--- config.mk ---
export PLATFORM = sky130hd
export DESIGN_NAME = asam_ctrl
export DESIGN_NICKNAME = d
export VERILOG_FILES = /design/src/hdl/asam_pkg.sv /design/src/hdl/asam_ctrl.sv
export SDC_FILE = /design/constraint.sdc
export NUM_CORES = 1
export LEC_CHECK = 0
export BUFFER_PORTS_ARGS = -buffer_cell sky130_fd_sc_hd__buf_4
export CORE_UTILIZATION = 40
export CTS_BUF_LIST = sky130_fd_sc_hd__clkbuf_4
export DETAILED_ROUTE_END_ITERATION = 8
export HOLD_SLACK_MARGIN = 0.12
export MAX_ROUTING_LAYER = met4
export PLACE_DENSITY = 0.69
export SLEW_MARGIN = 30
export SYNTH_ARGS = -nofsm -noshare
export SYNTH_HDL_FRONTEND = slang
export SYNTH_SLANG_ARGS = --single-unit
--- constraint.sdc ---
create_clock -name clk_i -period 1.3 [get_ports clk_i]
set_input_delay 0 -clock clk_i [delete_from_list [all_inputs] [get_ports clk_i]]
set_output_delay 0 -clock clk_i [all_outputs]
set_load 0.03 [all_outputs]
--- src/hdl/asam_pkg.sv ---
package asam_pkg;

  localparam int SAMPLE_W    = 12;
  localparam int LEVEL_W     = 12;
  localparam int ALPHA_W     = 17;
  localparam int ANGLE_CFG_W = 17;
  localparam int ANGLE_W     = 24;

  localparam int APB_ADDR_W = 5;
  localparam int APB_DATA_W = 32;

  localparam int MUL_A_W  = 18;
  localparam int MUL_B_W  = 25;
  localparam int PROD_W   = MUL_A_W + MUL_B_W;
  localparam int FRAC_W   = 16;

  localparam int DIV_NUM_W  = 30;
  localparam int DIV_REM_W  = LEVEL_W;
  localparam int DIV_STEPS  = DIV_NUM_W / 2;
  localparam int DIV_CNT_W  = 4;
  localparam int QUOT_W     = DIV_NUM_W + 2;
  localparam int MAP_SUM_W  = QUOT_W + 1;

  localparam logic [DIV_CNT_W-1:0] DIV_LAST = DIV_CNT_W'(DIV_STEPS - 1);

  localparam logic [ALPHA_W-1:0]            ONE_Q16         = 17'h10000;
  localparam logic [ALPHA_W-1:0]            ALPHA_RST       = 17'd32768;
  localparam logic [LEVEL_W-1:0]            MIN_LEVEL_RST   = 12'd1550;
  localparam logic [LEVEL_W-1:0]            MAX_LEVEL_RST   = 12'd2150;
  localparam logic [LEVEL_W-1:0]            START_LEVEL_RST = 12'd1850;
  localparam logic signed [ANGLE_CFG_W-1:0] MIN_ANGLE_RST   = -17'sd23040;
  localparam logic signed [ANGLE_CFG_W-1:0] MAX_ANGLE_RST   = 17'sd23040;

  typedef enum logic [2:0] {
    REG_ALPHA       = 3'd0,
    REG_MIN_LEVEL   = 3'd1,
    REG_MAX_LEVEL   = 3'd2,
    REG_START_LEVEL = 3'd3,
    REG_MIN_ANGLE   = 3'd4,
    REG_MAX_ANGLE   = 3'd5
  } reg_idx_e;

  typedef struct packed {
    logic [ALPHA_W-1:0]            alpha;
    logic [LEVEL_W-1:0]            min_level;
    logic [LEVEL_W-1:0]            max_level;
    logic signed [ANGLE_CFG_W-1:0] min_angle;
    logic signed [ANGLE_CFG_W-1:0] max_angle;
  } cfg_t;

  typedef enum logic [3:0] {
    OP_NONE,
    OP_LOAD,
    OP_LVL_A,
    OP_LVL_B,
    OP_LVL_SUM,
    OP_MAP_MUL,
    OP_DIV_INIT,
    OP_DIV_STEP,
    OP_QUOT_FIX,
    OP_MAP_FIX,
    OP_ANG_A,
    OP_ANG_B,
    OP_ANG_SUM,
    OP_OUT
  } op_e;

  typedef struct packed {
    op_e op;
  } cmd_t;

  typedef struct packed {
    logic range_err;
  } sts_t;

  typedef enum logic [3:0] {
    ST_IDLE,
    ST_LVL_A,
    ST_LVL_B,
    ST_LVL_SUM,
    ST_MAP_MUL,
    ST_DIV_INIT,
    ST_DIV,
    ST_QUOT_FIX,
    ST_MAP_FIX,
    ST_ANG_A,
    ST_ANG_B,
    ST_ANG_SUM,
    ST_OUT
  } state_e;

endpackage

--- src/hdl/asam_ctrl.sv ---
module asam_ctrl (
  input  logic           clk_i,
  input  logic           rst_ni,
  input  logic           in_valid_i,
  output logic           in_ready_o,
  output logic           out_valid_o,
  input  logic           out_ready_i,
  input  asam_pkg::sts_t sts_i,
  output asam_pkg::cmd_t cmd_o
);

  asam_pkg::state_e                 state_q, state_d;
  logic [asam_pkg::DIV_CNT_W-1:0]   cnt_q, cnt_d;
  logic                             out_valid_q, out_valid_d;

  always_ff @(posedge clk_i or negedge rst_ni) begin
    if (!rst_ni) begin
      state_q     <= asam_pkg::ST_IDLE;
      cnt_q       <= '0;
      out_valid_q <= 1'b0;
    end else begin
      state_q     <= state_d;
      cnt_q       <= cnt_d;
      out_valid_q <= out_valid_d;
    end
  end

  always_comb begin
    state_d     = state_q;
    cnt_d       = cnt_q;
    out_valid_d = out_valid_q && !out_ready_i;
    in_ready_o  = 1'b0;
    cmd_o.op    = asam_pkg::OP_NONE;
    case (state_q)
      asam_pkg::ST_IDLE: begin
        in_ready_o = 1'b1;
        if (in_valid_i) begin
          cmd_o.op = asam_pkg::OP_LOAD;
          state_d  = asam_pkg::ST_LVL_A;
        end
      end
      asam_pkg::ST_LVL_A: begin
        cmd_o.op = asam_pkg::OP_LVL_A;
        state_d  = asam_pkg::ST_LVL_B;
      end
      asam_pkg::ST_LVL_B: begin
        cmd_o.op = asam_pkg::OP_LVL_B;
        state_d  = asam_pkg::ST_LVL_SUM;
      end
      asam_pkg::ST_LVL_SUM: begin
        cmd_o.op = asam_pkg::OP_LVL_SUM;
        state_d  = asam_pkg::ST_MAP_MUL;
      end
      asam_pkg::ST_MAP_MUL: begin
        cmd_o.op = asam_pkg::OP_MAP_MUL;
        state_d  = asam_pkg::ST_DIV_INIT;
      end
      asam_pkg::ST_DIV_INIT: begin
        cmd_o.op = asam_pkg::OP_DIV_INIT;
        cnt_d    = '0;
        state_d  = sts_i.range_err ? asam_pkg::ST_MAP_FIX : asam_pkg::ST_DIV;
      end
      asam_pkg::ST_DIV: begin
        cmd_o.op = asam_pkg::OP_DIV_STEP;
        if (cnt_q == asam_pkg::DIV_LAST) begin
          state_d = asam_pkg::ST_QUOT_FIX;
        end else begin
          cnt_d = cnt_q + 1'b1;
        end
      end
      asam_pkg::ST_QUOT_FIX: begin
        cmd_o.op = asam_pkg::OP_QUOT_FIX;
        state_d  = asam_pkg::ST_MAP_FIX;
      end
      asam_pkg::ST_MAP_FIX: begin
        cmd_o.op = asam_pkg::OP_MAP_FIX;
        state_d  = asam_pkg::ST_ANG_A;
      end
      asam_pkg::ST_ANG_A: begin
        cmd_o.op = asam_pkg::OP_ANG_A;
        state_d  = asam_pkg::ST_ANG_B;
      end
      asam_pkg::ST_ANG_B: begin
        cmd_o.op = asam_pkg::OP_ANG_B;
        state_d  = asam_pkg::ST_ANG_SUM;
      end
      asam_pkg::ST_ANG_SUM: begin
        cmd_o.op = asam_pkg::OP_ANG_SUM;
        state_d  = asam_pkg::ST_OUT;
      end
      asam_pkg::ST_OUT: begin
        if (!out_valid_q || out_ready_i) begin
          cmd_o.op    = asam_pkg::OP_OUT;
          out_valid_d = 1'b1;
          state_d     = asam_pkg::ST_IDLE;
        end
      end
      default: begin
        state_d = asam_pkg::ST_IDLE;
      end
    endcase
  end

  assign out_valid_o = out_valid_q;

`ifndef ASSERT_OFF
  a_accept_starts: assert property (@(posedge clk_i) disable iff (!rst_ni)
    (in_valid_i && in_ready_o) |=> (state_q == asam_pkg::ST_LVL_A))
    else $error("accepted transaction did not start processing");

  a_out_loaded: assert property (@(posedge clk_i) disable iff (!rst_ni)
    (state_q == asam_pkg::ST_OUT && (!out_valid_q || out_ready_i))
      |=> (out_valid_q && state_q == asam_pkg::ST_IDLE))
    else $error("result not presented after output slot freed");

  a_div_count: assert property (@(posedge clk_i) disable iff (!rst_ni)
    (state_q == asam_pkg::ST_DIV) |-> (cnt_q <= asam_pkg::DIV_LAST))
    else $error("divider step count out of range");

  a_div_skip: assert property (@(posedge clk_i) disable iff (!rst_ni)
    (state_q == asam_pkg::ST_DIV_INIT && sts_i.range_err)
      |=> (state_q == asam_pkg::ST_MAP_FIX))
    else $error("empty level range did not bypass divider");
`endif

endmodule

# Yosys cells after proc, flatten, opt, wreduce, memory -nomap -nowiden

Cells that the tools add are included.

Register bits after elaboration: 9
Output and inout bits: 6
Word-level logic and storage cells: 42

$add $sub $neg: 1
Equal/unequal tests: 17
Muxes and demuxes: 13
Reduce and logical (&&, ||, !) cells: 8

Operators by type and width:

| cell                | number |
|---|---|
| $pmux 4 s13         | 2 |
| $eq 4x4->1 const B  | 6 |
| $mux 4              | 6 |
| $eq 4x3->1 const B  | 4 |
| $eq 4x2->1 const B  | 2 |
| $ne 2x2->1 const B  | 4 |
| $pmux 4 s2          | 1 |
| $add 4x1->4 const B | 1 |
| $eq 4x1->1 const B  | 1 |
| $logic_not 4->1     | 1 |
| $mux 1              | 4 |
| $reduce_and 3->1    | 1 |
| $logic_not 1->1     | 2 |
| $reduce_and 2->1    | 1 |
| $reduce_bool 2->1   | 1 |
| $logic_and 1x1->1   | 1 |
| $logic_or 1x1->1    | 1 |

# Depth between registers and ports, before layout

Gate-level depths: netlist (run 1).

Depth in word-level cells: 4
Depth in mapped cells: 5

# Worst setup path after synthesis (run 1)

No wires, ideal clock.

Path type: register to output
Start: register state_q[2]
End: output cmd_o[0] (netlist name)
Data arrival time: 1.403 ns
Data required time: 1.300 ns
Slack: -0.103 ns
Stages on the path, launching flop included: 5
Path through: dfrtp_1 buf_2 nand2_1 a21oi_1 nor3_1

RTL lines:

| what                   | RTL line        | text |
|---|---|---|
| start, declared        | asam_ctrl.sv:12 | `asam_pkg::state_e state_q, state_d;` |
| start signal, assigned | asam_ctrl.sv:18 | `state_q <= asam_pkg::ST_IDLE;` |
| start signal, assigned | asam_ctrl.sv:22 | `state_q <= state_d;` |
| end, declared          | asam_ctrl.sv:9  | `output asam_pkg::cmd_t cmd_o` |

==> results.rst, run 1 <==
.. list-table::
   :header-rows: 1

   * - Metric
     - Value
   * - GPL Wtd Cong
     - 0.880
   * - Tightest hold margin
     - 0.164 ns
   * - Synthesized net count
     - 85
   * - Final setup fails
     - 6
   * - Slowest cell on crit path
     - dfrtp_2
   * - Pins Over Slew Limit
     - 0
   * - H-tree level count
     - 1
   * - Number of synthesized flops with an enable pin
     - 0
   * - P per Cell Area
     - 2890 nW/µm²
   * - Tightest Hold Check Type
     - in -> reg
   * - Series of cell instances along the critical path
     - or2_4, o21ai_1, a22o_1, buf_6
   * - Via-per-instance ratio
     - 5.84
   * - Antenna violations before repair
     - 0
   * - Ports placed on the boundary
     - 11
   * - DRC violation count after routing
     - 0
   * - Worst skew pair latency
     - 0.27 ns
   * - Vertical die dimension
     - 41.9 µm
   * - Number of DRC markers after the initial detailed-route iteration
     - 25
   * - FF-to-FF End
     - cnt_q[3]$_DFFE_PN0P_
   * - Main synth FF type
     - dfrtp_1
   * - Number of nets in the finished design
     - 120
   * - Row cnt
     - 14
   * - Worst slack, placed
     - -0.0644 ns
   * - Final cell utilization of the core
     - 0.719
   * - Horizontal die dimension
     - 41.9 µm
   * - Top post-synthesis cells by area
     - dfrtp_1 35%, o21ai_0 5.5%, o311ai_0 4.1%, a21oi_1 3.9%, ha_1 3.9%
   * - Count of port buffers added during placement
     - 10
   * - Share of synthesized area occupied by flip-flops and latches
     - 0.354
   * - Launching element type of the critical path
     - register
   * - Total core area
     - 1490 µm²
   * - Hold Vio Cnt, Final
     - 0
   * - Flip-flop and latch count after synthesis
     - 9
   * - Global-route wire length before repair
     - 3280 µm
   * - Critical Path Start
     - state_q[1]$_DFFE_PN0P_
   * - Total number of clock tree sinks
     - 9
   * - DP Area
     - 810 µm²
   * - Clock tree from TritonCTS
     - yes
   * - Total Negative Setup Slacks
     - -0.432 ns
   * - Slew Limit Headroom
     - 0.705
   * - Average routed wire per standard cell
     - 17.2 µm
   * - Maximum capacitance violations
     - 0
   * - Worst-margin pin slew
     - 0.441 ns
   * - Element type at the critical path end
     - output port
   * - Worst setup path category
     - reg -> out
   * - Starting utilization of the core area
     - 0.428
   * - Maximum number of pins on one net before global-route repair
     - 11
   * - Number of buffers between clock root and the deepest sink
     - 2
   * - Worst R2R Setup Slack
     - -0.02 ns
   * - FFs w/ async S/R, synth
     - 1.00
   * - Die area
     - 1760 µm²
   * - Maximum fanout count along the critical path
     - 6
   * - Worst R2R Start
     - state_q[2]$_DFFE_PN0P_
   * - Power consumption
     - 3.09 mW
   * - Aggregate global routing overflow
     - 0
   * - Avg Inst Size Synth
     - 8.16 µm²
   * - Status
     - finished, violations left
   * - Cell Count, Final, Fillers Out
     - 128
   * - Required time of the critical path
     - 1.30 ns
   * - N_diodes
     - 0
   * - Yosys top cell by area
     - dfrtp_1
   * - RSZ-0062 raised after global routing
     - true
   * - Highest cell delay on the worst timing path
     - 0.44 ns
   * - Shortest period the worst path allows
     - 1.45 ns
   * - DPL Wire Length
     - 1260 µm
   * - Distinct cells, synth
     - 35
   * - Maximum clock rate
     - 689 MHz
   * - Top cell type's share of synthesized area
     - 0.354
   * - Post-route clock period utilization
     - 1.12
   * - Detailed Routing Iterations Pass 1
     - 4
   * - Arr. time, crit path
     - 1.45 ns
   * - Mapped Cells
     - 78
   * - Most instantiated library cell after synthesis
     - dfrtp_1
   * - Post-placement cell count
     - 111
   * - Critical path capture point
     - cmd_o[3]
   * - Ranking of synthesized cells by instance count
     - 9 x dfrtp_1, 7 x o21ai_0, 6 x nand2_1, 6 x nor2_1, 5 x a21oi_1
   * - Finished Cell Area
     - 1070 µm²
   * - Share of final-layout standard cells stronger than drive strength 1
     - 0.518
   * - Leakage power summed over all cells
     - 0.448 nW
   * - Ys Warns
     - 0
   * - Area grow syn2layout
     - 68.2%
   * - Routed vias
     - 748
   * - Total Routed Length
     - 2200 µm
   * - Total CTS buffers
     - 3
   * - Post-route antenna net violation count
     - 0
   * - Post-route clock skew
     - 0.00501 ns
   * - Cell at the root of the clock tree
     - clkbuf_4
   * - Violated checks
     - setup timing
   * - GRT Util Overall
     - 0.262
   * - Clock slew at reported path FFs
     - 0.06 ns
   * - Fin worst setup slack
     - -0.151 ns
   * - Via count of the first global-routing pass
     - 722
   * - Cell Area, Synth
     - 637 µm²
   * - Worst r2r path cells
     - 6
   * - Worst vdd ir
     - 0.00174 V
==> cell families (layout without fill, tap and decap cells) <==
group	count (synthesis)	count (layout)	synth area share
flip-flops	9	9	0.354
multiplexers	1	1	0.0177
AO/OA/AOI/OAI	23	23	0.240
adder cells (fa/ha/maj)	2	2	0.0393
buffers and inverters	9	43	0.0589
XOR/XNOR	1	1	0.0138
AND/OR/NAND/NOR	33	33	0.277
==> per-layer routing <==
metal / part of all wire / vias to the layer above / track usage / wire (µm)
met1: 0.41 / 361 / 0.299 / 906
met3: 0.048 / 6 / 0.0522 / 105
met2: 0.52 / 27 / 0.441 / 1140
met4: 0.022 / 0 / 0.116 / 48
met5: 0 / - / - / 0
li1: - / 354 / - / -
==> final cells by class <==
cell class                 count  area [µm²]
clock buffer                   4        30.0
fill                         107         418
inverter                       4        17.5
multi-input combinational     60         474
sequential                     9         228
tap                           16        20.0
timing repair buffer          35         302
==> critical path, delay by kind of cell (launching register included) <==
| kind | cells | cell delay [ns] |
|---|---|---|
| buf+inv | 1 | 0.14 |
| compound gates | 2 | 0.32 |
| simple gates | 1 | 0.29 |
| flops | 1 | 0.44 |
==> flip-flops by register name (all words and copies together) (netlist names) <==
| register | cells |
|---|---|
| cnt_q | 4 |
| out_valid_o | 1 |
| state_q | 4 |
==> worst min path at each step <==
stage / startpoint / endpoint / slack [ns] / cells after the start
after floorplan: rst_ni / cnt_q[0]$_DFFE_PN0P_ / -0.30 / 0
after global placement: rst_ni / state_q[3]$_DFFE_PN0P_ / -0.16 / 1
after detailed placement: rst_ni / state_q[3]$_DFFE_PN0P_ / -0.17 / 1
after CTS: out_ready_i / state_q[2]$_DFFE_PN0P_ / 0.13 / 4
after global routing: out_ready_i / state_q[2]$_DFFE_PN0P_ / 0.21 / 4
final: out_ready_i / state_q[2]$_DFFE_PN0P_ / 0.16 / 4
==> cells in the final DEF, fill, tap and decap left out, drive strengths merged, types with 5 or more instances in the layout <==
master | synthesis | layout
a21oi | 5 | 5
nor2 | 6 | 6
nand2 | 6 | 6
dfrtp | 9 | 9
dlygate4sd3 | 0 | 5
o21ai | 7 | 7
buf | 4 | 30
==> power breakdown <==
group	internal [mW]	switching [mW]
sequential	0.411	0.153
combinational	1.12	1.17
clock	0.140	0.105
total	1.67	1.42
==> timing repair <==
action	4_1_cts	5_1_grt
setup endpoints to repair	8	10
buffers inserted	5	3
pin swaps	4	3
hold buffers	5	0
resized for setup	19	16
gates cloned	0	0
endpoints found under the hold margin	13	0
Note: power is estimated with default switching activity, not from simulation.
==> run 2: changes to the inputs <==
--- a/config.mk
+++ b/config.mk
@@ -11,7 +11,7 @@
 export DETAILED_ROUTE_END_ITERATION = 8
 export HOLD_SLACK_MARGIN = 0.12
 export MAX_ROUTING_LAYER = met4
-export PLACE_DENSITY = 0.69
+export PLACE_DENSITY_LB_ADDON = 0.05
 export SLEW_MARGIN = 30
 export SYNTH_ARGS = -nofsm -noshare
 export SYNTH_HDL_FRONTEND = slang
==> constraint.sdc (replaced) <==
create_clock -name clk_i -period 1.3 [get_ports clk_i]
set_input_delay 0 -clock clk_i [delete_from_list [all_inputs] [get_ports clk_i]]
set_output_delay 0 -clock clk_i [all_outputs]
set_load 0.02 [all_outputs]
==> results.rst, run 2 (synthesized netlist as in run 1, its figures left out) <==
.. list-table::
   :header-rows: 1

   * - Metric
     - Value
   * - Status
     - finished, violations left
   * - Violated checks
     - setup timing
   * - Worst R2R Setup Slack
     - -0.03 ns
   * - Slew Limit Headroom
     - 0.695
   * - Crit path max-delay family
     - flip-flops
   * - Starting utilization of the core area
     - 0.428
   * - Clock slew at reported path FFs
     - 0.07 ns
   * - Relative contribution of combinational cells to total power
     - 0.756
   * - Row cnt
     - 14
   * - Maximum fanout count along the critical path
     - 4
   * - Number of DRC markers after the initial detailed-route iteration
     - 24
   * - Detailed Routing Iterations Pass 1
     - 4
   * - DPL Wire Length
     - 1280 µm
   * - Average routed wire per standard cell
     - 17.2 µm
   * - Fill cell total of the finished layout
     - 94
   * - Aggregate global routing overflow
     - 0
   * - Internal power component
     - 1.88 mW
   * - Worst-margin pin slew
     - 0.457 ns
   * - Total number of clock tree sinks
     - 9
   * - Post-route clock skew
     - 0.000510 ns
   * - Die area
     - 1760 µm²
   * - Cell at the root of the clock tree
     - clkbuf_4
   * - N_diodes
     - 0
   * - Total area of multi-input combinational cells
     - 551 µm²
   * - DRC violation count after routing
     - 0
   * - Routed vias
     - 773
   * - H-tree level count
     - 1
   * - Element type at the critical path end
     - output port
   * - Maximum capacitance violations
     - 0
   * - Clock tree from TritonCTS
     - yes
   * - Maximum clock rate
     - 691 MHz
   * - Fin worst setup slack
     - -0.148 ns
   * - Area grow syn2layout
     - 85.1%
   * - Slowest cell on crit path
     - dfrtp_1
   * - Sequential cell fraction of total power
     - 0.171
   * - Pins Over Slew Limit
     - 0
   * - Worst slack, placed
     - -0.121 ns
   * - GPL Wtd Cong
     - 0.864
   * - Ports placed on the boundary
     - 11
   * - Sw Ratio
     - 0.442
   * - RSZ-0062 raised after global routing
     - true
   * - Series of cell instances along the critical path
     - nor2b_2, o221ai_4, mux2_4, buf_6
   * - Seq. cell area
     - 228 µm²
   * - Worst skew pair latency
     - 0.25 ns
   * - Share of final-layout standard cells stronger than drive strength 1
     - 0.591
   * - Via-per-instance ratio
     - 5.90
   * - Total CTS buffers
     - 3
   * - Number of buffers between clock root and the deepest sink
     - 2
   * - Required time of the critical path
     - 1.30 ns
   * - Vertical die dimension
     - 41.9 µm
   * - Final setup fails
     - 5
   * - Antenna violations before repair
     - 0
   * - Hold Vio Cnt, Final
     - 0
   * - P per Cell Area
     - 2860 nW/µm²
   * - Leakage power summed over all cells
     - 0.503 nW
   * - Launching element type of the critical path
     - register
   * - Horizontal die dimension
     - 41.9 µm
   * - Shortest period the worst path allows
     - 1.45 ns
   * - Tightest Hold Check Type
     - in -> reg
   * - Post-route antenna net violation count
     - 0
   * - Switch Pwr
     - 1.49 mW
   * - Worst setup path category
     - reg -> out
   * - Highest cell delay on the worst timing path
     - 0.38 ns
   * - Final cell utilization of the core
     - 0.792
   * - Post-route clock period utilization
     - 1.11
   * - Crit path buf inv count
     - 1
   * - Worst vdd ir
     - 0.00170 V
   * - Count of port buffers added during placement
     - 10
   * - Via count of the first global-routing pass
     - 769
   * - Top library cells by usage in the layout, fill and taps aside
     - 23 x buf_4, 10 x buf_6, 7 x dfrtp_1, 6 x nor2_1
   * - GRT Util Overall
     - 0.263
   * - Maximum number of pins on one net before global-route repair
     - 13
   * - Number of nets in the finished design
     - 123
   * - Total Routed Length
     - 2250 µm
   * - Total core area
     - 1490 µm²
   * - Tightest hold margin
     - 0.173 ns
   * - Part of the power in the clock network
     - 0.073
   * - Most frequent standard cell in the layout excluding fill and tap cells
     - buf_4
   * - Arr. time, crit path
     - 1.45 ns
   * - Global-route wire length before repair
     - 3380 µm
==> run 2: power by group through the flow <==
stage | logic (mW) | clock network [mW] | registers (mW)
6_report | 2.55 | 0.245 | 0.575
5_1_grt | 2.72 | 0.263 | 0.593
4_1_cts | 2.04 | 0.249 | 0.549
3_5_place_dp | 1.53 | 0 | 0.543
3_3_place_gp | 1.50 | 0 | 0.536
2_1_floorplan | 0.919 | 0 | 0.529
==> run 2: routing by layer <==
| layer | vias to the layer above | track usage | routed length [µm] |
|---|---|---|---|
| met2 | 33 | 0.475 | 1260 |
| met5 | - | - | 0 |
| li1 | 358 | - | - |
| met4 | 0 | 0.0903 | 25 |
| met1 | 378 | 0.292 | 846 |
| met3 | 4 | 0.0391 | 124 |
==> run 2: stage by stage <==
stage	TNS, ns	total power [mW]	std cells	area (µm²)
after floorplan	0	1.45	78	637
after global placement	-0.0103	2.04	111	800
after detailed placement	-0.158	2.07	111	800
after CTS	-0.408	2.83	130	1030
after global routing	-0.735	3.57	131	1180
final	-0.315	3.37	131	1180
==> run 2: path summary, 6_finish.rpt <==
| check | from | endpoint | depth (start not counted) |
|---|---|---|---|
| worst max-delay path | out_valid_o$_DFF_PN0_ | cmd_o[2] | 4 |
| worst max register to register | state_q[0]$_DFFE_PN0P_ | cnt_q[3]$_DFFE_PN0P_ | 4 |
| worst min register to register | out_valid_o$_DFF_PN0_ | out_valid_o$_DFF_PN0_ | 2 |
| max in group asynchronous | rst_ni | state_q[0]$_DFFE_PN0P_ | 3 |
| min in group asynchronous | rst_ni | cnt_q[0]$_DFFE_PN0P_ | 3 |
| worst min-delay path | out_ready_i | state_q[2]$_DFFE_PN0P_ | 4 |
==> run 2: worst reg2reg max path: stages, from the launching register on <==
cell	delay (ns)
dfrtp_2	0.45
buf_6	0.14
buf_6	0.11
or3_4	0.33
o311ai_4	0.21
==> run 2: cell type report <==
cell class	count	area share
multi-input combinational	60	0.467
timing repair buffer	38	0.285
sequential	9	0.193
clock buffer	4	0.0255
tap	16	0.0170
inverter	4	0.0127
==> run 2: what timing repair did <==
item	CTS	global route
gates resized for setup	24	29
hold buffers	5	0
pin swaps	7	8
setup endpoints to repair	8	12
buffers inserted	10	2
hold endpoints to repair	13	0
