$ cat src/hdl/asam_pkg.sv
package asam_pkg;

  localparam int SAMPLE_W    = 12;
  localparam int LEVEL_W     = 12;
  localparam int ALPHA_W     = 17;
  localparam int ANGLE_CFG_W = 17;
  localparam int ANGLE_W     = 24;

  localparam int APB_ADDR_W = 5;
  localparam int APB_DATA_W = 32;

  localparam int MUL_A_W  = 18;
  localparam int MUL_B_W  = 25;
  localparam int PROD_W   = MUL_A_W + MUL_B_W;
  localparam int FRAC_W   = 16;

  localparam int DIV_NUM_W  = 30;
  localparam int DIV_REM_W  = LEVEL_W;
  localparam int DIV_STEPS  = DIV_NUM_W / 2;
  localparam int DIV_CNT_W  = 4;
  localparam int QUOT_W     = DIV_NUM_W + 2;
  localparam int MAP_SUM_W  = QUOT_W + 1;

  localparam logic [DIV_CNT_W-1:0] DIV_LAST = DIV_CNT_W'(DIV_STEPS - 1);

  localparam logic [ALPHA_W-1:0]            ONE_Q16         = 17'h10000;
  localparam logic [ALPHA_W-1:0]            ALPHA_RST       = 17'd32768;
  localparam logic [LEVEL_W-1:0]            MIN_LEVEL_RST   = 12'd1550;
  localparam logic [LEVEL_W-1:0]            MAX_LEVEL_RST   = 12'd2150;
  localparam logic [LEVEL_W-1:0]            START_LEVEL_RST = 12'd1850;
  localparam logic signed [ANGLE_CFG_W-1:0] MIN_ANGLE_RST   = -17'sd23040;
  localparam logic signed [ANGLE_CFG_W-1:0] MAX_ANGLE_RST   = 17'sd23040;

  typedef enum logic [2:0] {
    REG_ALPHA       = 3'd0,
    REG_MIN_LEVEL   = 3'd1,
    REG_MAX_LEVEL   = 3'd2,
    REG_START_LEVEL = 3'd3,
    REG_MIN_ANGLE   = 3'd4,
    REG_MAX_ANGLE   = 3'd5
  } reg_idx_e;

  typedef struct packed {
    logic [ALPHA_W-1:0]            alpha;
    logic [LEVEL_W-1:0]            min_level;
    logic [LEVEL_W-1:0]            max_level;
    logic signed [ANGLE_CFG_W-1:0] min_angle;
    logic signed [ANGLE_CFG_W-1:0] max_angle;
  } cfg_t;

  typedef enum logic [3:0] {
    OP_NONE,
    OP_LOAD,
    OP_LVL_A,
    OP_LVL_B,
    OP_LVL_SUM,
    OP_MAP_MUL,
    OP_DIV_INIT,
    OP_DIV_STEP,
    OP_QUOT_FIX,
    OP_MAP_FIX,
    OP_ANG_A,
    OP_ANG_B,
    OP_ANG_SUM,
    OP_OUT
  } op_e;

  typedef struct packed {
    op_e op;
  } cmd_t;

  typedef struct packed {
    logic range_err;
  } sts_t;

  typedef enum logic [3:0] {
    ST_IDLE,
    ST_LVL_A,
    ST_LVL_B,
    ST_LVL_SUM,
    ST_MAP_MUL,
    ST_DIV_INIT,
    ST_DIV,
    ST_QUOT_FIX,
    ST_MAP_FIX,
    ST_ANG_A,
    ST_ANG_B,
    ST_ANG_SUM,
    ST_OUT
  } state_e;

endpackage

$ cat src/hdl/asam_regs.sv
module asam_regs (
  input  logic                                  clk_i,
  input  logic                                  rst_ni,
  input  logic                                  psel,
  input  logic                                  penable,
  input  logic                                  pwrite,
  input  logic [asam_pkg::APB_ADDR_W-1:0]       paddr,
  input  logic [asam_pkg::APB_DATA_W-1:0]       pwdata,
  output logic [asam_pkg::APB_DATA_W-1:0]       prdata,
  output logic                                  pready,
  output asam_pkg::cfg_t                        cfg_o
);

  logic [asam_pkg::ALPHA_W-1:0]            alpha_q;
  logic [asam_pkg::LEVEL_W-1:0]            min_level_q;
  logic [asam_pkg::LEVEL_W-1:0]            max_level_q;
  logic [asam_pkg::LEVEL_W-1:0]            start_level_q;
  logic signed [asam_pkg::ANGLE_CFG_W-1:0] min_angle_q;
  logic signed [asam_pkg::ANGLE_CFG_W-1:0] max_angle_q;
  logic [2:0]                              idx;
  logic                                    wr_en;

  assign pready = 1'b1;
  assign idx    = paddr[4:2];
  assign wr_en  = psel && penable && pwrite && pready;

  always_ff @(posedge clk_i or negedge rst_ni) begin
    if (!rst_ni) begin
      alpha_q       <= asam_pkg::ALPHA_RST;
      min_level_q   <= asam_pkg::MIN_LEVEL_RST;
      max_level_q   <= asam_pkg::MAX_LEVEL_RST;
      start_level_q <= asam_pkg::START_LEVEL_RST;
      min_angle_q   <= asam_pkg::MIN_ANGLE_RST;
      max_angle_q   <= asam_pkg::MAX_ANGLE_RST;
    end else if (wr_en) begin
      case (idx)
        asam_pkg::REG_ALPHA:       alpha_q       <= pwdata[asam_pkg::ALPHA_W-1:0];
        asam_pkg::REG_MIN_LEVEL:   min_level_q   <= pwdata[asam_pkg::LEVEL_W-1:0];
        asam_pkg::REG_MAX_LEVEL:   max_level_q   <= pwdata[asam_pkg::LEVEL_W-1:0];
        asam_pkg::REG_START_LEVEL: start_level_q <= pwdata[asam_pkg::LEVEL_W-1:0];
        asam_pkg::REG_MIN_ANGLE:   min_angle_q   <= $signed(pwdata[asam_pkg::ANGLE_CFG_W-1:0]);
        asam_pkg::REG_MAX_ANGLE:   max_angle_q   <= $signed(pwdata[asam_pkg::ANGLE_CFG_W-1:0]);
        default: ;
      endcase
    end
  end

  always_comb begin
    case (idx)
      asam_pkg::REG_ALPHA:       prdata = 32'(alpha_q);
      asam_pkg::REG_MIN_LEVEL:   prdata = 32'(min_level_q);
      asam_pkg::REG_MAX_LEVEL:   prdata = 32'(max_level_q);
      asam_pkg::REG_START_LEVEL: prdata = 32'(start_level_q);
      asam_pkg::REG_MIN_ANGLE:   prdata = 32'(min_angle_q);
      asam_pkg::REG_MAX_ANGLE:   prdata = 32'(max_angle_q);
      default:                   prdata = '0;
    endcase
  end

  assign cfg_o.alpha     = alpha_q;
  assign cfg_o.min_level = min_level_q;
  assign cfg_o.max_level = max_level_q;
  assign cfg_o.min_angle = min_angle_q;
  assign cfg_o.max_angle = max_angle_q;

endmodule

$ cat config.mk
export PLATFORM = sky130hd
export DESIGN_NAME = asam_regs
export DESIGN_NICKNAME = d
export VERILOG_FILES = /design/src/hdl/asam_pkg.sv /design/src/hdl/asam_regs.sv
export SDC_FILE = /design/constraint.sdc
export NUM_CORES = 1
export LEC_CHECK = 0
export ABC_AREA = 1
export BUFFER_PORTS_ARGS = -buffer_cell sky130_fd_sc_hd__buf_2
export CAP_MARGIN = 5
export CORE_ASPECT_RATIO = 1.2
export CORE_MARGIN = 5
export CORE_UTILIZATION = 40
export CTS_BUF_LIST = sky130_fd_sc_hd__clkbuf_8
export DETAILED_ROUTE_END_ITERATION = 16
export GPL_TIMING_DRIVEN = 0
export PLACE_DENSITY = 0.72
export SLEW_MARGIN = 5
export SYNTH_ARGS = -nofsm -noshare
export SYNTH_HDL_FRONTEND = slang
export SYNTH_SLANG_ARGS = --single-unit
$ cat constraint.sdc
create_clock -name clk_i -period 2.55 [get_ports clk_i]
set_input_delay 0.51 -clock clk_i [delete_from_list [all_inputs] [get_ports clk_i]]
set_output_delay 0.51 -clock clk_i [all_outputs]
set_load 0.1 [all_outputs]
# After elaboration in Yosys (flattened, before gate mapping)

Index checks and enable logic that the tools add are counted.

Register bits after elaboration: 87
Input port bits: 42
Output and inout port bits: 108
Word-level logic and storage cells: 21

Equal/unequal tests: 5
Multiplexer cells: 1
Reductions and logical operators: 9

Operators with widths:

| cell                                                            | count |
|---|---|
| 32-bit one-hot mux with 6 select lines                          | 1 |
| 2-bit AND reduction                                             | 6 |
| 3-bit by 2-bit == test with 1-bit output, second input constant | 2 |
| 3-bit == test, second input constant                            | 2 |
| 3-bit by 1-bit == test with 1-bit output, second input constant | 1 |
| 3-bit zero test                                                 | 1 |
| 1-bit logical AND                                               | 2 |

# Logic depth before layout (Yosys ltp)

Gate-level depths: netlist (run 1).

Depth after elaboration: 3
Depth in mapped cells: 8
Depth with buffers taken out: 6

# Worst setup path before layout (run 1)

No wires, ideal clock.

Path kind: input port to output port
From: in paddr[2] (netlist bit)
To: out prdata[18] (netlist bit)
Arrival time: 2.490 ns
Required time: 2.040 ns
Setup slack: -0.450 ns
Cell stages on the path: 8
Path buffers: 2
Cells stage by stage: buf_6 -> inv_2 -> nor2_4 -> nand2_4 -> inv_1 -> nand2_1 -> nand2_1 -> buf_4

Longest elaborated chain between the ends: 2
Elaborated cells between the ends (all ways): 7
Classes of those cells: 5 x eq/ne; 1 x mux; 1 x reduce/logical

Ends and longest elaborated chain:

| element                                     | RTL line        | source |
|---|---|---|
| start: declaration                          | asam_regs.sv:7  | `input logic [asam_pkg::APB_ADDR_W-1:0] paddr,` |
| 3-bit == test, or another cell as far along | asam_regs.sv:49 | `case (idx)` |
| 32-bit one-hot mux with 6 select lines (*)  | asam_regs.sv:49 |  |
| end: declaration                            | asam_regs.sv:9  | `output logic [asam_pkg::APB_DATA_W-1:0] prdata,` |

Mark *: on every way between the ends. The rest lies on a longest branch, timed or not.

# Worst setup path in the final report (run 1)

From: in paddr[3] (netlist bit)
To: out prdata[3] (netlist bit)

Same word-level chain as after synthesis.

==> run metrics, run 1 <==
Hold Crit Class=input port to async pin; Yosys warning count=0; drt via density=roughly 5.2; global route overflow=0; Max Cap Viol=0; R2R cell count=2; Crit. End Element=output pin; NetSw=about 0.0032 W; register area share after synthesis=between 40% and 50%; RSZ-0062 raised after global routing=false; top post-synthesis cells by area=dfrtp_1 (34%), nand2_1 (17%), dfstp_2 (16%); Power Density=between 1000 and 1500 nW/µm²; fmax=about 0.40 GHz; Logic pwr share=about 50%; critical path's most frequent cell=nand2_1; cell-internal power=between 0.002 and 0.003 W; detailed-route via count=4345; Avg WL per Cell=around 17 µm; initial core utilization=40.5%; commonest non-fill, non-tap cells in the layout=nand2_1 (196), buf_2 (118), o21ai_0 (73); commonest non-fill, non-tap cell in the layout=nand2_1; Mapped Area=about 4400 µm²; sequential power share=33.0%; ANT nets after route=0; first-pass GRT wire length=23100 µm; die area=between 10000 and 15000 µm²; worst skew pair latency=between 0.3 and 0.4 ns; largest net degree at the start of global routing=48; first-pass iteration count of the detailed router=5; status=finished, final reports clean; Root Driver=clkbuf_8; crit path cell chain=buf_6 > inv_4 > clkbuf_1 > nand4_1 > nand2_1 > nor2_1 > nand2_1 > buf_2; Worst setup startpoint=paddr[3]; CTS tree=built; Post-CTS Hold Fix Bufs=0; reg-to-reg startpoint=start_level_q[5]$_DFFE_PN1P_; Leak=slightly above 3 nW; DRT iter0 DRCs=282; fin. max-slew vios=0; crit path time final=about 2.5 ns; # IOs=150; CTS clk-pin slew, worst paths=~0.080 ns; CTS Buf Count=9; port bufs=approximately 130; dpl hpwl=10800 µm; Crit path largest cell delay=roughly 0.43 ns; core area=between 10000 and 15000 µm²; DP Area=~5300 µm²; Crit-path slowest cell=clkbuf_1; Crit Path Class=input port to output pin; initial antenna violation count=1; vias in the first global route=4253; Die Ht=between 100 and 150 µm; VDD IR max=about 480 µV; Worst EP required=around 2.0 ns; clock sink count=a little under 90; final-report setup violation count=0; mean post-synth cell area=8.01 µm²; DRT Wirelength=14600 µm; Worst Skew=0 ns; Final period util=a little over nine tenths; Slew headroom=about 60%; Worst R2R End=start_level_q[5]$_DFFE_PN1P_; Remaining DRCs=0; Synth cell types=25; area of the multi-input gates=roughly 1800 µm²; switching portion of total power=55.7%; Total GRT Usage=22.0%; R2R setup slack=1.75 ns; cell count after synthesis=approximately 560; Die W=around 110 µm; Syn Nets=~600; worst endpoint data arrival time=approximately 2 ns; Core Util, Final=approximately half; H-tree levels=3; routability cong.=a little over 0.9; total power=approximately 0.0058 W; final instance area=about 5600 µm²; layout cells sized above 1=32.9%; startpoint types=input port; worst-path fanout max=10; Worst Setup EP=prdata[3]; Synth top area share=33.8%; Clock power frac=between 15 and 20%; nets=about 740; flop and latch count out of synthesis=87; final hold violations=0; Synth area leader=dfrtp_1; Fill cells=approximately 1100; synthesis-to-layout area growth=25.5%; row count=between 40 and 50; FF/Latch Area=2210 µm²; Slew @ Worst Pin=approximately 0.59 ns; Max clock buf depth=2
## per-stage QoR
stage / hold slack, ns / setup slack, ns / TNS, ns / cells
after global routing: 0.150 / 0.00845 / 0 / 833
after global placement: 0.461 / -0.0228 / -0.310 / 815
after CTS: 0.127 / 0.0168 / 0 / 832
final: 0.106 / 0.0748 / 0 / 833
after floorplan: 0.214 / 0.105 / 0 / 555
after detailed placement: 0.469 / -0.0456 / -0.565 / 816
## final cells by class
cell class                 instances  area share, %
timing repair buffer             129           13.7
buffer                            48           5.34
tap                              132           2.96
multi-input combinational        389           32.8
antenna                            1         0.0449
clock inverter                     6          0.942
inverter                          31           2.13
clock buffer                      10           2.47
sequential                        87           39.6
## synthesized netlist by cell type
master and n:
buf_6 5, nand2_2 2, conb_1 1, inv_4 1
o21ai_1 2, nand4_1 27, dfstp_2 27, o21ai_0 73
inv_2 2, nand2_1 197, dfrtp_1 60, o21ai_2 12
buf_4 18, nand3_1 34, nor3_4 1, nor2_1 23
inv_1 28, buf_1 4, buf_2 7, nand3_2 1
nor2_8 1, clkbuf_1 14, a21oi_1 9, nor2_4 4
nand2_4 2
## critical path, delay by kind of cell
kind                   cells  cell delay, ns
and+or+nand+nor            4            0.36
buffers and inverters      4            1.07
## routing by layer
metal / part of all wire, % / up-vias / track usage (%)
li1: - / 2075 / -
met1: 41 / 2042 / 28.6
met2: 49 / 204 / 35.7
met3: 8.1 / 24 / 4.33
met4: 2.2 / 0 / 9.22
met5: 0 / - / 0
## sequential cells by signal, indices dropped and copies added (netlist names)
register / count
start_level_q: 12
min_angle_q: 17
min_level_q: 12
alpha_q: 17
max_angle_q: 17
max_level_q: 12
## power by group through the flow
stage	registers, W	logic (W)	clock network [W]
5_1_grt	0.00195	0.00301	0.00103
3_3_place_gp	0.00192	0.00286	0
4_1_cts	0.00191	0.00290	0.000972
2_1_floorplan	0.00352	0.000792	0
3_5_place_dp	0.00193	0.00289	0
6_report	0.00191	0.00290	0.000969
## kinds of logic after synthesis
kind of cell / Yosys count / synth area share, %
other cells: 1 / 0.0844
simple gates: 292 / 29.1
flops: 87 / 49.7
compound gates: 96 / 11.8
buf+inv: 79 / 9.29
## worst min-delay path by stage
stage | cells past startpoint | startpoint | slack, ns | to
3_5_place_dp | 2 | start_level_q[4]$_DFFE_PN1P_ | 0.47 | start_level_q[4]$_DFFE_PN1P_
5_1_grt | 1 | rst_ni | 0.15 | max_angle_q[4]$_DFFE_PN0P_
6_report | 1 | rst_ni | 0.11 | alpha_q[16]$_DFFE_PN0P_
2_1_floorplan | 0 | rst_ni | 0.21 | alpha_q[0]$_DFFE_PN0P_
4_1_cts | 1 | rst_ni | 0.13 | max_angle_q[4]$_DFFE_PN0P_
3_3_place_gp | 2 | start_level_q[4]$_DFFE_PN1P_ | 0.46 | start_level_q[4]$_DFFE_PN1P_
## repair_timing
action / CTS / global route
gates resized for setup: 14 / 21
endpoints found under the setup margin: 14 / 27
buffers inserted: 0 / 0
Note: power is estimated with default switching activity, not from simulation.
==> run 2, diff against run 1 <==
--- a/config.mk
+++ b/config.mk
@@ -14,7 +14,7 @@
 export CTS_BUF_LIST = sky130_fd_sc_hd__clkbuf_8
 export DETAILED_ROUTE_END_ITERATION = 16
 export GPL_TIMING_DRIVEN = 0
-export PLACE_DENSITY = 0.72
+export PLACE_DENSITY_LB_ADDON = 0.3
 export SLEW_MARGIN = 5
 export SYNTH_ARGS = -nofsm -noshare
 export SYNTH_HDL_FRONTEND = slang
==> run 2 against run 1 <==
Net effect: sequential power hardly changed; non-clock buffer count unchanged; clock skew did not move; clock-buffer cell count down 1; utilization shrank 0.16 points; setup slack improved by 0.016 ns; register-to-register slack hardly changed; final area shrank 0.31%; critical path type unchanged; clock power rose by 10%; largest power group unchanged; total power grew 1.6%; cell count is 0.12% lower; critical endpoint is now prdata[11].
==> run metrics, run 2 (synthesis results as in run 1) <==
commonest non-fill, non-tap cells in the layout=nand2_1 (196), buf_2 (119), o21ai_0 (73); R2R setup slack=1.74 ns (about the same); CTS clk-pin slew, worst paths=0.09 ns (about the same); Die W=106 µm (unchanged); first-pass iteration count of the detailed router=5 (unchanged); Post-CTS Hold Fix Bufs=0 (unchanged); routability cong.=0.869 (-5.8%); Worst EP required=2.04 ns (about the same); DP Area=5290 µm² (unchanged); H-tree levels=3 (unchanged); Hold Crit Class=input port to async pin; Crit. End Element=output pin; ant diodes=0 (-1); commonest non-fill, non-tap cell in the layout=nand2_1; Slew @ Worst Pin=0.589 ns (-0.00470 ns); first-pass GRT wire length=23500 µm (+1.8%); layout cells sized above 1=34.0% (+1.1 points); final setup margin=0.0906 ns (+0.0158 ns); largest registers=alpha_q (17), max_angle_q (17), min_angle_q (17); Remaining DRCs=0 (unchanged); Root Driver=clkbuf_8; die area=13300 µm² (unchanged); Fill cells=1065 (-0.75%); worst-path fanout max=10 (unchanged); final-report setup violation count=0 (unchanged); global route overflow=0 (unchanged); initial antenna violation count=0 (-1); worst endpoint data arrival time=1.95 ns (-0.02 ns); status=finished, final reports clean; port bufs=128 (unchanged); Max clock buf depth=2 (unchanged); DRT iter0 DRCs=272 (-3.5%); crit path time final=2.46 ns (-0.0158 ns); ANT nets after route=0 (unchanged); # IOs=150 (unchanged); dpl hpwl=10800 µm (+0.76%); CTS tree=built; core area=11000 µm² (unchanged); final hold violations=0 (unchanged); CTS Buf Count=9 (unchanged); final instance area=5560 µm² (-0.31%); drt via density=5.22 (+0.17%); Slew headroom=60.7% (+0.44 points); DRT Wirelength=14500 µm (-0.84%); worst slack at placement=-0.0944 ns (-0.0489 ns); Power Density=1060 nW/µm² (+1.9%); Max Cap Viol=0 (unchanged); Die Ht=125 µm (unchanged); Leak=3.07 nW (-0.39%); Final period util=96.4% (-0.62 points); detailed-route via count=4347 (+0.046%); VDD IR max=474 µV (-0.91%); initial core utilization=40.5% (unchanged); RSZ-0062 raised after global routing=false; Avg WL per Cell=17.4 µm (-0.72%); row count=42 (unchanged); nets=737 (unchanged); worst skew pair latency=0.37 ns (about the same); Crit Path Class=input port to output pin; fin. max-slew vios=0 (unchanged); synthesis-to-layout area growth=25.1%; startpoint types=input port; vias in the first global route=4490 (+5.6%); largest net degree at the start of global routing=70 (+46%); Worst Skew=0 ns (unchanged); fmax=0.407 GHz (+0.64%); Total GRT Usage=22.3% (+0.31 points); clock sink count=87 (unchanged)
[run 2: final cells by class]
class	count	area [µm²]	area share [%]
Buffer	48	303	5.45
Tap cell	132	165	2.97
Clock inverter	7	97.6	1.76
Clock buffer	9	124	2.23
Timing Repair Buffer	129	708	12.7
Inverter	31	123	2.21
Sequential cell	87	2210	39.8
Multi-Input combinational cell	389	1830	32.9
[run 2: metal layers]
layer | vias up | track usage, % | routed length, µm
li1 | 2083 | - | -
met1 | 2055 | 26.1 | 5660
met2 | 183 | 38.2 | 7250
met3 | 26 | 6.24 | 1190
met4 | 0 | 9.22 | 349
met5 | - | 0 | 0
[run 2: power breakdown]
group / internal [W] / switching (W)
Combinational: 0.000383 / 0.00251
Clock: 0.000553 / 0.000520
Sequential: 0.00170 / 0.000211
Total: 0.00264 / 0.00324
[run 2: worst max-delay path: stages]
cell and delay, ns:
buf_6 0.15, buf_1 0.44, nand4_1 0.16, nand2_1 0.12, nor2_1 0.07, nand2_1 0.06
buf_2 0.42
[run 2: metrics by stage]
stage,setup TNS [ns],hold WS (ns),std cells,power [W],utilization [%]
detailed placement,-1.26,0.408,816,0.00482,48.1
floorplan,0,0.214,555,0.00431,-
CTS,0,0.0102,832,0.00590,50.5
global route,0,0.0173,832,0.00609,50.6
finish,0,0.0137,832,0.00588,50.6
global placement,-0.905,0.460,815,0.00478,47.9
[run 2: worst paths after layout]
check | start | end | cells after the start
min | rst_ni | min_level_q[5]$_DFFE_PN0P_ | 1
max reg2reg | start_level_q[5]$_DFFE_PN1P_ | start_level_q[5]$_DFFE_PN1P_ | 2
min in group clk_i | pwdata[13] | min_angle_q[13]$_DFFE_PN1P_ | 3
min reg2reg | start_level_q[4]$_DFFE_PN1P_ | start_level_q[4]$_DFFE_PN1P_ | 2
max | paddr[2] | prdata[11] | 7
max in group asynchronous | rst_ni | min_level_q[9]$_DFFE_PN1P_ | 2
[run 2: repair_timing]
item	4_1_cts	5_1_grt
setup buffers	0	0
setup endpoints to repair	15	27
resized for setup	15	13
gates cloned	0	0
hold endpoints to repair	0	0
pin swaps	0	0
==> run 3, diff against run 2 <==
--- a/config.mk
+++ b/config.mk
@@ -8,7 +8,7 @@
 export ABC_AREA = 1
 export BUFFER_PORTS_ARGS = -buffer_cell sky130_fd_sc_hd__buf_2
 export CAP_MARGIN = 5
-export CORE_ASPECT_RATIO = 1.2
+export CORE_ASPECT_RATIO = 1.1
 export CORE_MARGIN = 5
 export CORE_UTILIZATION = 40
 export CTS_BUF_LIST = sky130_fd_sc_hd__clkbuf_8
==> run 3 against run 2 <==
Net effect: routed wire length increased by 2.1%; non-clock buffer count unchanged; global-route usage grew 0.29 points; combinational power hardly changed; die area about the same; sequential power barely moved; via count grew 0.69%; total power fell by 0.68%; clock skew did not move; first-iteration DRC count grew 33%; cell count grew 1.8%; critical endpoint unchanged; largest power group unchanged.
==> run metrics, run 3 (synthesis results as in run 1) <==
final-report setup violation count=0 (unchanged); # IOs=150 (unchanged); Total GRT Usage=22.6% (+0.29 points); status=finished, final reports clean; Crit-path slowest cell=buf_1; DP Area=5310 µm² (+0.35%); non-filler cells, final=847 (+1.8%); Root Driver=clkbuf_8; Slew @ Worst Pin=0.550 ns (-0.0395 ns); ant diodes=0 (unchanged); CTS clk-pin slew, worst paths=0.08 ns (about the same); Leak=3.06 nW (-0.34%); Placed Cells=831 (+1.8%); dpl hpwl=10900 µm (+0.23%); R2R cell count=2 (unchanged); Slew headroom=63.2% (+2.5 points); fmax=0.405 GHz (-0.32%); commonest non-fill, non-tap cells in the layout=nand2_1 (196), buf_2 (113), o21ai_0 (73); CTS tree=built; final setup margin=0.0827 ns (-0.00791 ns); initial antenna violation count=0 (unchanged); final hold violations=0 (unchanged); worst-path fanout max=10 (unchanged); CP Depth=7 (unchanged); Worst Skew=0 ns (unchanged); first-pass GRT wire length=24000 µm (+2.2%); worst slack at placement=-0.0915 ns (+0.00289 ns); H-tree levels=3 (unchanged); Crit Path Class=input port to output pin; Die Ht=121 µm (-3.9%); VDD IR max=499 µV (+5.1%); first-pass iteration count of the detailed router=5 (unchanged); Final period util=96.8% (+0.31 points); synthesis-to-layout area growth=25.5%; CTS Buf Count=9 (unchanged); DRT Wirelength=14800 µm (+2.1%); die area=13300 µm² (about the same); postcts setup bufs=0 (unchanged); clock sink count=87 (unchanged); Power Density=1050 nW/µm² (-0.97%); ANT nets after route=0 (unchanged); row count=40 (-4.8%); RSZ-0062 raised after global routing=false; crit path time final=2.47 ns (+0.00791 ns); largest net degree at the start of global routing=62 (-11%); Crit path largest cell delay=0.44 ns (about the same); fin. max-slew vios=0 (unchanged); largest registers=alpha_q (17), max_angle_q (17), min_angle_q (17); layout cells sized above 1=33.0% (-1.0 points); global route overflow=0 (unchanged); Post-CTS Hold Fix Bufs=0 (unchanged); startpoint types=input port; detailed-route via count=4377 (+0.69%); Die W=111 µm (+4.0%); worst path buffer plus inverter count=3 (unchanged); final instance area=5580 µm² (+0.29%); Max Cap Viol=0 (unchanged); vias in the first global route=4524 (+0.76%); initial core utilization=40.7% (+0.27 points); Crit path max-delay family=buffers and inverters; commonest non-fill, non-tap cell in the layout=nand2_1; Fill cells=1089 (+2.3%); nets=737 (unchanged); Worst EP required=2.04 ns (about the same); DRT iter0 DRCs=363 (+33%); Max clock buf depth=2 (unchanged); port bufs=128 (unchanged); crit path cell chain=buf_6 > buf_1 > nand4_1 > nand2_1 > nor2_1 > nand2_1 > buf_2; worst skew pair latency=0.37 ns (about the same); critical path's most frequent cell=nand2_1; Crit. End Element=output pin; routability cong.=0.849 (-2.3%); drt via density=5.17 (-1.1%); core area=10900 µm² (-0.66%); worst endpoint data arrival time=1.96 ns (about the same); Remaining DRCs=0 (unchanged); total power=0.00584 W (-0.68%); Hold Crit Class=input port to async pin; Avg WL per Cell=17.4 µm (+0.32%)
## run 3: cell types whose count changed in the layout (fill, tap and decap cells not counted), moves of 2 or more
cell	before	now
buf_2	119	113
clkbuf_4	0	6
clkbuf_2	7	2
clkbuf_1	10	14
clkbuf_8	9	12
clkinv_4	2	0
inv_1	26	28
## run 3: final timing paths
check,slack (ns),end,startpoint
min in group clk_i,0.36,min_angle_q[13]$_DFFE_PN1P_,pwdata[13]
hold reg to reg,0.48,start_level_q[4]$_DFFE_PN1P_,start_level_q[4]$_DFFE_PN1P_
hold / removal,0.06,min_angle_q[3]$_DFFE_PN0P_,rst_ni
setup / recovery,0.08,prdata[11],paddr[2]
max in group asynchronous,1.81,start_level_q[5]$_DFFE_PN1P_,rst_ni
setup reg to reg,1.72,start_level_q[1]$_DFFE_PN1P_,start_level_q[1]$_DFFE_PN1P_
## run 3: stage by stage
stage          setup TNS (ns)  util, %  hold WS, ns
2_1_floorplan               0        -        0.214
3_3_place_gp            -1.13     48.4        0.460
3_5_place_dp            -1.25     48.6        0.456
4_1_cts                     0     50.9       0.0527
5_1_grt                     0     51.1       0.0732
6_report                    0     51.1       0.0607
## run 3: routing by layer
layer,global-route usage (%),up-vias,wire length [µm]
met3,5.41,29,1150
li1,-,2074,-
met1,29.1,2093,6250
met4,9.78,0,399
met2,36.4,181,6960
met5,0,-,0
## run 3: cell type report
type | count | area, µm² | share of cell area [%]
clock buffers | 12 | 165 | 2.96
multi-input cells | 389 | 1830 | 32.8
flip-flops and latches | 87 | 2210 | 39.7
plain buffers | 48 | 297 | 5.32
inverters | 31 | 123 | 2.20
well taps | 147 | 184 | 3.30
clock inverters | 4 | 45.0 | 0.808
repair buffers | 129 | 723 | 13.0
## run 3: report_power, final
part	internal [W]	switching, W
clock network	0.000527	0.000495
registers	0.00170	0.000217
logic	0.000389	0.00251
## run 3: repair_timing
action / 4_1_cts / 5_1_grt
setup endpoints to repair: 15 / 25
resized for setup: 15 / 10
endpoints found under the hold margin: 0 / 0
pin swaps: 0 / 0
